## config.mk

```make
export PLATFORM = sky130hd
export DESIGN_NAME = hotp_code_generator_core
export DESIGN_NICKNAME = d
export VERILOG_FILES = /design/src/hotp_pkg.sv /design/src/hotp_sha1.sv /design/src/hotp_trunc.sv /design/src/hotp_code_generator_core.sv
export SDC_FILE = /design/constraint.sdc
export NUM_CORES = 2
export LEC_CHECK = 0
export BUFFER_PORTS_ARGS = -buffer_cell sky130_fd_sc_hd__buf_2
export CAP_MARGIN = 5
export CELL_PAD_IN_SITES_DETAIL_PLACEMENT = 1
export CELL_PAD_IN_SITES_GLOBAL_PLACEMENT = 1
export CORE_AREA = 2 2 450 452
export CTS_BUF_LIST = sky130_fd_sc_hd__clkbuf_16
export DETAILED_ROUTE_END_ITERATION = 12
export DIE_AREA = 0 0 452 454
export PLACE_DENSITY_LB_ADDON = 0.1
export SLEW_MARGIN = 20
export SYNTH_ARGS = -nofsm -noshare
export SYNTH_HDL_FRONTEND = slang
export SYNTH_SLANG_ARGS = --single-unit
```

## constraint.sdc

```tcl
create_clock -name clk -period 25.4 [get_ports clk]
set_input_delay 1.27 -clock clk [delete_from_list [all_inputs] [get_ports clk]]
set_output_delay 1.27 -clock clk [all_outputs]
set_load 0.01 [all_outputs]
```

## src/hotp_pkg.sv

```systemverilog
// ----------------------------------------------------------------------------
// hotp_pkg
// Shared types and constants for the HOTP code generator.
// ----------------------------------------------------------------------------
package hotp_pkg;

	localparam logic [31:0] H0 = 32'h67452301;
	localparam logic [31:0] H1 = 32'hEFCDAB89;
	localparam logic [31:0] H2 = 32'h98BADCFE;
	localparam logic [31:0] H3 = 32'h10325476;
	localparam logic [31:0] H4 = 32'hC3D2E1F0;
	localparam logic [31:0] K0 = 32'h5A827999;
	localparam logic [31:0] K1 = 32'h6ED9EBA1;
	localparam logic [31:0] K2 = 32'h8F1BBCDC;
	localparam logic [31:0] K3 = 32'hCA62C1D6;
	localparam logic [7:0]  IPAD = 8'h36;
	localparam logic [7:0]  OPAD = 8'h5C;
	localparam logic [19:0] CODE_MOD = 20'd1000000;
	localparam logic [31:0] PAD_WORD = 32'h80000000;
	localparam logic [31:0] INNER_BITS = 32'd576;
	localparam logic [31:0] OUTER_BITS = 32'd672;

	// register indexes
	localparam logic [2:0] REG_KEY_LEN = 3'd0;
	localparam logic [2:0] REG_KEY_W0  = 3'd1;
	localparam logic [2:0] REG_KEY_W1  = 3'd2;
	localparam logic [2:0] REG_KEY_W2  = 3'd3;
	localparam logic [2:0] REG_KEY_W3  = 3'd4;

	// control from sequencer to compression core
	typedef struct packed {
		logic        start;   // begin a compression on the loaded block
		logic        init;    // chaining value reset to H0..H4
	} comp_ctrl_t;

	function automatic logic [31:0] rotl(input logic [31:0] v, input int n);
		rotl = (v << n) | (v >> (32 - n));
	endfunction

endpackage

```

## src/hotp_sha1.sv

```systemverilog
// ----------------------------------------------------------------------------
// hotp_sha1
// SHA-1 compression unit: one round per cycle, message schedule in a
// 16-word circular memory (registered reads, read-modify-write).
// ----------------------------------------------------------------------------
module hotp_sha1 (
	input  logic                clk,
	input  logic                arst_n,
	input  hotp_pkg::comp_ctrl_t ctrl,
	input  logic                blk_we,     // load message word
	input  logic [3:0]          blk_addr,
	input  logic [31:0]         blk_data,
	output logic                done,       // one-cycle pulse
	output logic [159:0]        digest
);
	// schedule memory
	logic [31:0] wmem [16];
	logic [31:0] rd0_q, rd1_q, rd2_q, rd3_q;
	logic [31:0] a_q, b_q, c_q, d_q, e_q;
	logic [31:0] h_q [5];
	logic [6:0]  rnd_q;
	logic        run_q;
	logic [3:0]  wr_addr, ra0, ra1, ra2, ra3;
	logic [31:0] w_cur, f, k, t;
	logic        wr_en;

	function automatic logic [31:0] rotl32(input logic [31:0] v);
		rotl32 = {v[30:0], v[31]};
	endfunction

	// schedule: round i uses w[i]; w[i]=rotl(w[i-3]^w[i-8]^w[i-14]^w[i-16])
	// reads are issued one round ahead for round rnd_q+1; while idle they
	// point at word 0 so the start edge fetches the round-0 word
	logic [6:0] nxt;
	logic [3:0] ra_base;
	assign nxt = rnd_q + 7'd1;
	assign ra_base = run_q ? nxt[3:0] : 4'd0;
	assign ra0 = ra_base;
	assign ra1 = ra_base + 4'd13;
	assign ra2 = ra_base + 4'd8;
	assign ra3 = ra_base + 4'd2;

	logic [31:0] wsched;
	logic        sched_q;
	assign wsched = rotl32(rd1_q ^ rd2_q ^ rd3_q ^ rd0_q);
	assign w_cur  = sched_q ? wsched : rd0_q;

	always_comb begin
		if (rnd_q < 7'd20) begin
			f = (b_q & c_q) | (~b_q & d_q);
			k = hotp_pkg::K0;
		end else if (rnd_q < 7'd40) begin
			f = b_q ^ c_q ^ d_q;
			k = hotp_pkg::K1;
		end else if (rnd_q < 7'd60) begin
			f = (b_q & c_q) | (b_q & d_q) | (c_q & d_q);
			k = hotp_pkg::K2;
		end else begin
			f = b_q ^ c_q ^ d_q;
			k = hotp_pkg::K3;
		end
		t = hotp_pkg::rotl(a_q, 5) + f + e_q + k + w_cur;
	end

	assign wr_en   = blk_we | (run_q & sched_q);
	assign wr_addr = blk_we ? blk_addr : rnd_q[3:0];

	// memory with registered reads; a write of the current round's word is
	// forwarded into the next read when addresses collide
	always_ff @(posedge clk) begin
		if (wr_en)
			wmem[wr_addr] <= blk_we ? blk_data : wsched;
		rd0_q <= (wr_en && wr_addr == ra0) ? (blk_we ? blk_data : wsched) : wmem[ra0];
		rd1_q <= (wr_en && wr_addr == ra1) ? (blk_we ? blk_data : wsched) : wmem[ra1];
		rd2_q <= (wr_en && wr_addr == ra2) ? (blk_we ? blk_data : wsched) : wmem[ra2];
		rd3_q <= (wr_en && wr_addr == ra3) ? (blk_we ? blk_data : wsched) : wmem[ra3];
	end

	// round control
	always_ff @(posedge clk or negedge arst_n) begin
		if (!arst_n) begin
			run_q   <= 1'b0;
			rnd_q   <= '0;
			done    <= 1'b0;
			sched_q <= 1'b0;
		end else begin
			done <= 1'b0;
			if (ctrl.start) begin
				run_q   <= 1'b1;
				rnd_q   <= '0;
				sched_q <= 1'b0;
			end else if (run_q) begin
				rnd_q   <= nxt;
				sched_q <= (nxt >= 7'd16);
				if (rnd_q == 7'd79) begin
					run_q <= 1'b0;
					done  <= 1'b1;
				end
			end
		end
	end

	// working variables and chaining value; the start edge also reads w[0]
	// into rd0_q for round 0
	always_ff @(posedge clk) begin
		if (ctrl.init) begin
			h_q[0] <= hotp_pkg::H0; h_q[1] <= hotp_pkg::H1; h_q[2] <= hotp_pkg::H2;
			h_q[3] <= hotp_pkg::H3; h_q[4] <= hotp_pkg::H4;
		end
		if (ctrl.start) begin
			a_q <= ctrl.init ? hotp_pkg::H0 : h_q[0];
			b_q <= ctrl.init ? hotp_pkg::H1 : h_q[1];
			c_q <= ctrl.init ? hotp_pkg::H2 : h_q[2];
			d_q <= ctrl.init ? hotp_pkg::H3 : h_q[3];
			e_q <= ctrl.init ? hotp_pkg::H4 : h_q[4];
		end else if (run_q) begin
			e_q <= d_q;
			d_q <= c_q;
			c_q <= hotp_pkg::rotl(b_q, 30);
			b_q <= a_q;
			a_q <= t;
			if (rnd_q == 7'd79) begin
				h_q[0] <= h_q[0] + t;
				h_q[1] <= h_q[1] + a_q;
				h_q[2] <= h_q[2] + hotp_pkg::rotl(b_q, 30);
				h_q[3] <= h_q[3] + c_q;
				h_q[4] <= h_q[4] + d_q;
			end
		end
	end

	assign digest = {h_q[0], h_q[1], h_q[2], h_q[3], h_q[4]};

	// a round counter never runs past the last round
	a_rnd: assert property (@(posedge clk) disable iff (!arst_n) run_q |-> rnd_q <= 7'd79)
		else $error("round counter overran");
	a_done: assert property (@(posedge clk) disable iff (!arst_n) done |-> !run_q)
		else $error("done while running");
	a_load: assert property (@(posedge clk) disable iff (!arst_n) blk_we |-> !run_q)
		else $error("block load during compression");
endmodule

```

## src/hotp_trunc.sv

```systemverilog
// ----------------------------------------------------------------------------
// hotp_trunc
// Dynamic truncation and reduction modulo one million by reciprocal
// multiplication: operand, quotient and remainder are registered in turn.
// ----------------------------------------------------------------------------
module hotp_trunc (
	input  logic         clk,
	input  logic         arst_n,
	input  logic         go,
	input  logic [159:0] digest,
	output logic         done,
	output logic [19:0]  code
);
	// ceil(2^51 / 1e6); exact quotient for any 31-bit dividend
	localparam logic [31:0] RECIP = 32'd2251799814;

	logic [3:0]  off;
	logic [31:0] sel;
	logic [30:0] val_q;
	logic [11:0] quo_q;
	logic [62:0] prod;
	logic [31:0] qm;
	logic [30:0] diff;
	logic [30:0] rem_q;
	logic        mul_q, sub_q;

	// pick four bytes at the offset in the low nibble of the last byte
	assign off = digest[3:0];
	assign sel = digest[159 - 8*off -: 32];

	// quotient = (val * RECIP) >> 51, remainder = val - quotient * 1e6
	assign prod = 63'(val_q) * 63'(RECIP);
	assign qm   = 32'(quo_q) * 32'(hotp_pkg::CODE_MOD);
	assign diff = val_q - qm[30:0];

	always_ff @(posedge clk or negedge arst_n) begin
		if (!arst_n) begin
			mul_q <= 1'b0;
			sub_q <= 1'b0;
			done  <= 1'b0;
		end else begin
			mul_q <= go;
			sub_q <= mul_q;
			done  <= sub_q;
		end
	end

	always_ff @(posedge clk) begin
		if (go)
			val_q <= sel[30:0];
		if (mul_q)
			quo_q <= prod[62:51];
		if (sub_q)
			rem_q <= diff;
	end

	assign code = rem_q[19:0];

	a_rng: assert property (@(posedge clk) disable iff (!arst_n) done |-> rem_q < 31'd1000000)
		else $error("remainder out of range");
endmodule

```

## src/hotp_code_generator_core.sv

```systemverilog
// ----------------------------------------------------------------------------
// hotp_code_generator_core
// HOTP (HMAC-SHA1, six digits) code generator with an APB key port.
//
// channel   direction  signals
// cmd       in         start, busy, counter[63:0]
// result    out        code_valid, code[19:0]
// cfg       in/out     psel penable pwrite paddr pwdata prdata pready
//
// One code runs the single-round SHA-1 unit four times over the schedule memory
// (each pass loads a block, starts and runs the rounds), then the reduction,
// from the transfer to code_valid.
// busy is high from start until code_valid; code_valid lasts one cycle.
// The result side cannot stall; the next transfer is taken once busy drops.
// Reset clears the key registers and control; no clearing pass is needed.
// ----------------------------------------------------------------------------
module hotp_code_generator_core #(
	parameter int KEY_BYTES = 32
) (
	input  logic        clk,
	input  logic        arst_n,
	input  logic        start,
	output logic        busy,
	input  logic [63:0] counter,
	output logic        code_valid,
	output logic [19:0] code,
	input  logic        psel,
	input  logic        penable,
	input  logic        pwrite,
	input  logic [5:0]  paddr,
	input  logic [63:0] pwdata,
	output logic [63:0] prdata,
	output logic        pready
);
	localparam int EFF = (KEY_BYTES < 32) ? KEY_BYTES : 32;

	typedef enum logic [5:0] {
		S_IDLE  = 6'b000001,
		S_LOAD  = 6'b000010,
		S_KICK  = 6'b000100,
		S_RUN   = 6'b001000,
		S_TRUNC = 6'b010000,
		S_WAIT  = 6'b100000
	} state_t;

	state_t      state_q;
	logic [5:0]  klen_q;
	logic [63:0] kw_q [4];
	logic [63:0] ctr_q;
	logic [1:0]  blk_q;      // 0 ipad, 1 counter, 2 opad, 3 inner digest
	logic [4:0]  ld_q;
	logic [159:0] inner_q;
	logic [5:0]  len;
	logic [2:0]  ridx;
	logic        wr;
	hotp_pkg::comp_ctrl_t ctrl;
	logic        c_done, t_done;
	logic [159:0] digest;
	logic [3:0]  waddr;
	logic [31:0] wdata;

	assign pready = 1'b1;
	assign ridx   = paddr[5:3];
	assign wr     = psel & penable & pwrite;
	assign len    = (klen_q > 6'(EFF)) ? 6'(EFF) : klen_q;

	// configuration registers
	always_ff @(posedge clk or negedge arst_n) begin
		if (!arst_n) begin
			klen_q <= '0;
			for (int i = 0; i < 4; i++) kw_q[i] <= '0;
		end else if (wr) begin
			if (ridx == hotp_pkg::REG_KEY_LEN)
				klen_q <= pwdata[5:0];
			else if (ridx inside {[hotp_pkg::REG_KEY_W0 : hotp_pkg::REG_KEY_W3]})
				kw_q[2'(ridx - hotp_pkg::REG_KEY_W0)] <= pwdata;
		end
	end

	always_comb begin
		case (ridx)
			hotp_pkg::REG_KEY_LEN: prdata = {58'd0, klen_q};
			hotp_pkg::REG_KEY_W0:  prdata = kw_q[0];
			hotp_pkg::REG_KEY_W1:  prdata = kw_q[1];
			hotp_pkg::REG_KEY_W2:  prdata = kw_q[2];
			hotp_pkg::REG_KEY_W3:  prdata = kw_q[3];
			default:               prdata = '0;
		endcase
	end

	// block word generation; word 0 is loaded last, just before the start
	assign waddr = (ld_q == 5'd15) ? 4'd0 : 4'(ld_q + 5'd1);
	always_comb begin
		logic [7:0] pad;
		logic [5:0] bi;
		logic [7:0] kb;
		pad = blk_q[1] ? hotp_pkg::OPAD : hotp_pkg::IPAD;
		wdata = '0;
		case (blk_q)
			2'd0, 2'd2: begin
				for (int b = 0; b < 4; b++) begin
					bi = 6'({waddr, 2'(b)});
					kb = (bi < len && bi < 6'd32) ? kw_q[bi[4:3]][63 - 8*bi[2:0] -: 8] : 8'd0;
					wdata[31 - 8*b -: 8] = kb ^ pad;
				end
			end
			2'd1: begin
				case (waddr)
					4'd0:    wdata = ctr_q[63:32];
					4'd1:    wdata = ctr_q[31:0];
					4'd2:    wdata = hotp_pkg::PAD_WORD;
					4'd15:   wdata = hotp_pkg::INNER_BITS;
					default: wdata = '0;
				endcase
			end
			default: begin
				if (waddr < 4'd5)
					wdata = inner_q[159 - 32*waddr -: 32];
				else if (waddr == 4'd5)
					wdata = hotp_pkg::PAD_WORD;
				else if (waddr == 4'd15)
					wdata = hotp_pkg::OUTER_BITS;
			end
		endcase
	end

	// sequencer
	always_ff @(posedge clk or negedge arst_n) begin
		if (!arst_n) begin
			state_q <= S_IDLE;
			blk_q   <= '0;
			ld_q    <= '0;
		end else begin
			case (state_q)
				S_IDLE: if (start) begin
					state_q <= S_LOAD;
					blk_q   <= '0;
					ld_q    <= '0;
				end
				S_LOAD: begin
					ld_q <= ld_q + 5'd1;
					if (ld_q == 5'd15) state_q <= S_KICK;
				end
				S_KICK: state_q <= S_RUN;
				S_RUN: if (c_done) begin
					ld_q <= '0;
					if (blk_q == 2'd3) state_q <= S_TRUNC;
					else begin
						blk_q   <= blk_q + 2'd1;
						state_q <= S_LOAD;
					end
				end
				S_TRUNC: state_q <= S_WAIT;
				S_WAIT:  if (t_done) state_q <= S_IDLE;
				default: state_q <= S_IDLE;
			endcase
		end
	end

	always_ff @(posedge clk) begin
		if (state_q == S_IDLE && start) ctr_q <= counter;
		if (state_q == S_RUN && c_done && blk_q == 2'd1) inner_q <= digest;
	end

	assign ctrl = '{start: (state_q == S_KICK), init: (state_q == S_KICK) && !blk_q[0]};
	assign busy = (state_q != S_IDLE);

	hotp_sha1 u_sha1 (
		.clk, .arst_n, .ctrl,
		.blk_we(state_q == S_LOAD), .blk_addr(waddr), .blk_data(wdata),
		.done(c_done), .digest
	);

	hotp_trunc u_trunc (
		.clk, .arst_n, .go(state_q == S_TRUNC), .digest,
		.done(t_done), .code
	);

	assign code_valid = t_done;

	a_valid: assert property (@(posedge clk) disable iff (!arst_n) code_valid |-> state_q == S_WAIT)
		else $error("result outside wait state");
	a_busy: assert property (@(posedge clk) disable iff (!arst_n)
		(state_q == S_IDLE && start) |=> busy)
		else $error("start not taken");
	a_cdone: assert property (@(posedge clk) disable iff (!arst_n) c_done |-> state_q == S_RUN)
		else $error("stray compression done");
endmodule

```

# Word-level counts from Yosys, hierarchy flattened
# Memories as Yosys holds them, arrays and structs flattened. A register that Yosys moved wholly into a read port is not among the register bits.
# Index checks and enable logic that the tools add are counted.
[op_classes]
addsub = 23
multipliers = 2
magnitude_cmp = 19
eq_ne = 25
shift = 6
mux = 77
bitwise_logic = 31
reduce_logical = 23
[op_table]
columns = ["cell", "n"]
rows = [
  ["32-bit 2-to-1 mux", 29],
  ["64-bit case mux with 5 select lines", 1],
  ["32-bit adder", 9],
  ["71-bit by 33-bit variable part select with 8-bit output", 4],
  ["256-bit bitwise mux", 1],
  ["64-bit 2-to-1 mux", 3],
  ["191-bit by 33-bit variable part select with 31-bit output", 1],
  ["191-bit by 33-bit variable part select with 32-bit output", 1],
  ["32-bit XOR", 5],
  ["32-bit bitwise AND", 4],
  ["64-bit binary-select mux with 2-bit select", 1],
  ["64-bit demux with 2-bit select", 1],
  ["32-bit case mux with 4 select lines", 1],
  ["32-bit OR", 3],
  ["32-bit case mux with 2 select lines", 1],
  ["31-bit by 31-bit multiplier with 62-bit output, second input constant", 1],
  ["6-bit case mux with 6 select lines", 1],
  ["8-bit 2-to-1 mux", 4],
  ["32-bit NOT", 1],
  ["32-bit by 30-bit OR with 32-bit output", 1],
  ["32-bit by 5-bit OR with 32-bit output", 1],
  ["8-bit by 7-bit XOR with 8-bit output", 4],
  ["31-bit 2-to-1 mux", 1],
  ["6-bit 2-to-1 mux", 5],
  ["other kinds (65)", 122],
]
[totals]
register_bits = 735
ramBits = 672
inputBits = 140
out_inout_bits = 87
mem_count = 2
[mem_list]
columns = ["memory", "depth", "width", "rd", "rd_ports_with_merged_regs", "write_ports", "line_no", "source"]
rows = [
  ["u_sha1.wmem", 16, 32, 4, 4, 1, "hotp_sha1.sv:17", "logic [31:0] wmem [16];"],
  ["u_sha1.h_q", 5, 32, 5, 0, 5, "hotp_sha1.sv:20", "logic [31:0] h_q [5];"],
]

# Logic depth before layout (Yosys ltp)
[depth]
word_depth = 12
depth_mapped = 35
depth_no_buf = 32

# Modules after synthesis
# A second synthesis with hierarchy kept.
[hier_totals]
hier_cells = 7836
area_unflattened_um2 = 100472.6
[by_module_without_submodules]
columns = ["module", "instances", "cells_per_inst", "area_each_um2", "seq_area_each_um2"]
rows = [
  ["hotp_sha1", 1, 3957, 54126.9, 25474.4],
  ["hotp_code_generator_core", 1, 1675, 23540.1, 13609.3],
  ["hotp_trunc", 1, 2204, 22805.6, 1966.9],
]

# Worst setup path before layout
# Ideal clock, no wire load.
[synth_timing]
path_type = "flip-flop to flip-flop"
start = "reg state_q[4]"
end = "mem u_sha1.h_q[0][0] (enable)"
setup_time_ns = 0.901
arrival_ns = 12.252
required_ns = 24.499
path_slack_ns = 12.247
path_stages_with_launch = 6
n_path_buf = 2
synth_period_minus_slack_ns = 13.153
path_cell_list = "dfrtp_1 > clkbuf_1 > nor2_1 > nand3_1 > clkbuf_1 > o21ai_0"
[synth_lines]
columns = ["element", "line_no", "source"]
rows = [
  ["start: declaration", "hotp_code_generator_core.sv:46", "state_t state_q;"],
  ["start signal: assignment", "hotp_code_generator_core.sv:130", "state_q <= S_IDLE;"],
  ["start signal: assignment", "hotp_code_generator_core.sv:136", "state_q <= S_LOAD;"],
  ["start signal: assignment", "hotp_code_generator_core.sv:142", "if (ld_q == 5'd15) state_q <= S_KICK;"],
  ["end: declaration", "hotp_sha1.sv:20", ""],
]

==> reports/qor.yml <==
row_count: 165
pwr_density_cell_nw_per_um2: 62.0
maxSlewViolCount: 0
chipWidth_um: 452
outcome: "finished clean"
worst_slew_pin_slew_ns: 1.16
cp.required_ns: 25.94
netlist_top_cells_count: "edfxtp_1 (1119), inv_1 (765), nand2_1 (646)"
synthSimpleGateAreaFrac: 0.0627
path_clk_slew_ns: 0.06
synth_top_area_cell: "edfxtp_1"
antenna_found_initial: 32
design_area_um2: 109000
crit_path_frequent_cell: "ha_1"
grt_pass1_vias: 73201
fin_nets: 9273
rsz0062_at_grt: "false"
synthAdderAreaFrac: 0.179
cap_violations: 0
hold_class: "primary input to asynchronous set/reset pin"
coreArea_um2: 201000
layoutNonFillerInstCount: 10833
cts_buffer_depth: 3
ir_drop_v: 0.0000783
overflow: 0
synth-seq-area-share: 0.412
tns_ns: 0
route.met2.wl_mm: 160
yosysMostFrequentCell: "edfxtp_1"
numCtsBuffers: 164
netlist_instances: 7892
worst_ep_arrival_time_ns: 11.18
fin_crit_ns: 10.65
dieHeight_um: 454
wl_met3_mm: 28.6
via_per_inst: 6.46
cpMaxStageDelayCell: "dfxtp_4"
period_share: 0.419
first_pass_iters: 6
routed-via-count: 69929
synth_compound_gate_area_share: 0.0923
postRouteAntennaNets: 0
synth-main-ff-cell: "edfxtp_1"
syn-cell-area_um2: 99700
syn_area_per_cell_um2: 12.6
io_buffers: 222
hpwl_mm: 243
cts_resized: 0
cts-root-buf: "clkbuf_16"
place_inst: 10517
hold_buffers: 0
io_pins: 227
ys_ff_latch: 1419
cp_max_fo: 58
synth_edf_count: 1119
clkLatencyLatePin_ns: 0.87
ys_top_cells_by_area: "edfxtp_1 (34%), mux4_2 (13%), fa_1 (10%), ha_1 (7.6%), dfrtp_1 (7.2%)"
yosys.cell_types.count: 78
grt_max_degree: 95
fin_skew_ns: 0.0489
die-area_um2: 205000
post_cts_buffers: 0
criticalPathCategory: "flip-flop to flip-flop"
place_area_um2: 104000
cts_tree: "done"
max_clock_freq_mhz: 93.9
startpoint_type: "flip-flop"
synth_mux_area_frac: 0.180
dr.max_layer_used: "met5"
end_kind: "flip-flop"
first_iter_violations: 7032
start_util: 0.496
slew_headroom: 0.226
synth-xor-area-share: 0.0296
cts.sinks: 1419
yosysWarningCount: 0
grt_usage: 0.336
place_congestion: 0.983
synth_fp_nets: 9151
drc: 0
yosysTopAreaCellShare: 0.337
leakage_nw: 44.1
async_reset_ff_frac: 0.203
setup_viol: 0
crit_path_max_incr_delay_ns: 0.82
synth_top_family_by_area: "multiplexers"
drive_above_1_share: 0.191
m1WireLength_mm: 137
grt_pass1_wl_mm: 503
routedWlPerCell_um: 31.7
ff2ff_path_depth: 28
area_growth_pct: 9.73
routed_wl_mm: 344
htree_num_levels: 4
finalHoldViolCount: 0
[final cells by class]
cell class                      count  area, um^2
Fill cell                       20098       91500
Multi-Input combinational cell   5305       54500
Sequential cell                  1419       41100
Clock buffer                      165        4130
Tap cell                         2672        3340
Inverter                          770        2890
Timing Repair Buffer              354        2150
Clock inverter                    138        1210
Antenna cell                       10        25.0
[through the flow]
step	power (W)	setup slack (ns)	hold slack (ns)	utilization
after global routing	0.00702	14.15	0.457	0.544
after floorplan	0.00380	12.25	0.450	-
after CTS	0.00678	14.51	0.406	0.544
after detailed placement	0.00440	14.70	0.471	0.517
final	0.00678	14.75	0.402	0.544
after global placement	0.00435	14.89	0.464	0.517
[power by group]
| part | internal [W] | switching, W |
|---|---|---|
| Combinational | 0.000553 | 0.00101 |
| Sequential | 0.00275 | 0.0000850 |
| Clock | 0.00134 | 0.00104 |
| Total | 0.00464 | 0.00214 |
[cells in the final DEF, fill, tap and decap left out, types with 49 or more instances in the layout]
cell | netlist | layout
and3_1 | 52 | 50
a22o_1 | 70 | 70
nor2_1 | 309 | 285
nand2_1 | 646 | 644
a31oi_1 | 54 | 54
o22ai_1 | 70 | 65
nor3_1 | 56 | 56
inv_1 | 765 | 798
xnor2_1 | 199 | 197
edfxtp_1 | 1119 | 1119
a21oi_1 | 362 | 347
fa_1 | 512 | 512
dfrtp_1 | 287 | 285
xor2_1 | 135 | 134
clkinv_1 | 3 | 49
nand2b_1 | 75 | 75
buf_4 | 1 | 126
ha_1 | 607 | 607
mux2i_1 | 166 | 166
mux4_2 | 578 | 578
a221o_1 | 73 | 73
mux2_2 | 288 | 288
buf_2 | 44 | 221
o21ai_0 | 309 | 303
a21o_1 | 125 | 125
clkbuf_16 | 0 | 165
nand3_1 | 143 | 141
[routing by layer]
metal	GRT usage	vias to the layer above
met4	0.159	22
li1	-	29484
met2	0.531	2890
met3	0.0725	651
met1	0.444	36882
met5	0	-
[worst paths after layout]
kind	from	endpoint	slack, ns
worst min-delay path	arst_n	kw_q[77]	0.40
worst min register to register	ld_q[4]	ld_q[4]	0.48
worst max register to register	flip-flop	u_sha1.h_q[0][29]	14.75
worst max-delay path	flip-flop	u_sha1.h_q[0][29]	14.75
min in group clk	ld_q[4]	ld_q[4]	0.48
max in group asynchronous	arst_n	blk_q[0]	22.52
[registers in the layout (all words and copies together), names as in the netlist, 7 cells and up, named ones only]
| signal | cells |
|---|---|
| u_sha1.a_q | 32 |
| u_sha1.h_q | 160 |
| u_trunc.rem_q | 20 |
| inner_q | 160 |
| u_trunc.quo_q | 12 |
| u_trunc.val_q | 31 |
| u_sha1.wmem | 512 |
| u_sha1.rnd_q | 7 |
| u_sha1.b_q | 32 |
| u_sha1.d_q | 32 |
| u_sha1.e_q | 32 |
| kw_q | 256 |
| u_sha1.c_q | 32 |
| ctr_q | 64 |
[cell families after synthesis]
kind of cell | count (synthesis)
DFF | 1419
and+or+nand+nor | 1414
AOI/OAI and AO/OA | 1404
buffers and inverters | 1168
adders and majority gates | 1119
muxes | 1032
xor gates and xnor gates | 335
other | 1
[critical path, delay by kind of cell (launching register included)]
| kind | cells | cell delay [ns] |
|---|---|---|
| AOI/OAI and AO/OA | 10 | 2.48 |
| xor gates and xnor gates | 2 | 0.84 |
| adders and majority gates | 5 | 1.62 |
| buffers and inverters | 2 | 1.49 |
| DFF | 1 | 0.82 |
| muxes | 3 | 1.37 |
| and+or+nand+nor | 6 | 1.55 |
(Power assumes the default switching activity.)
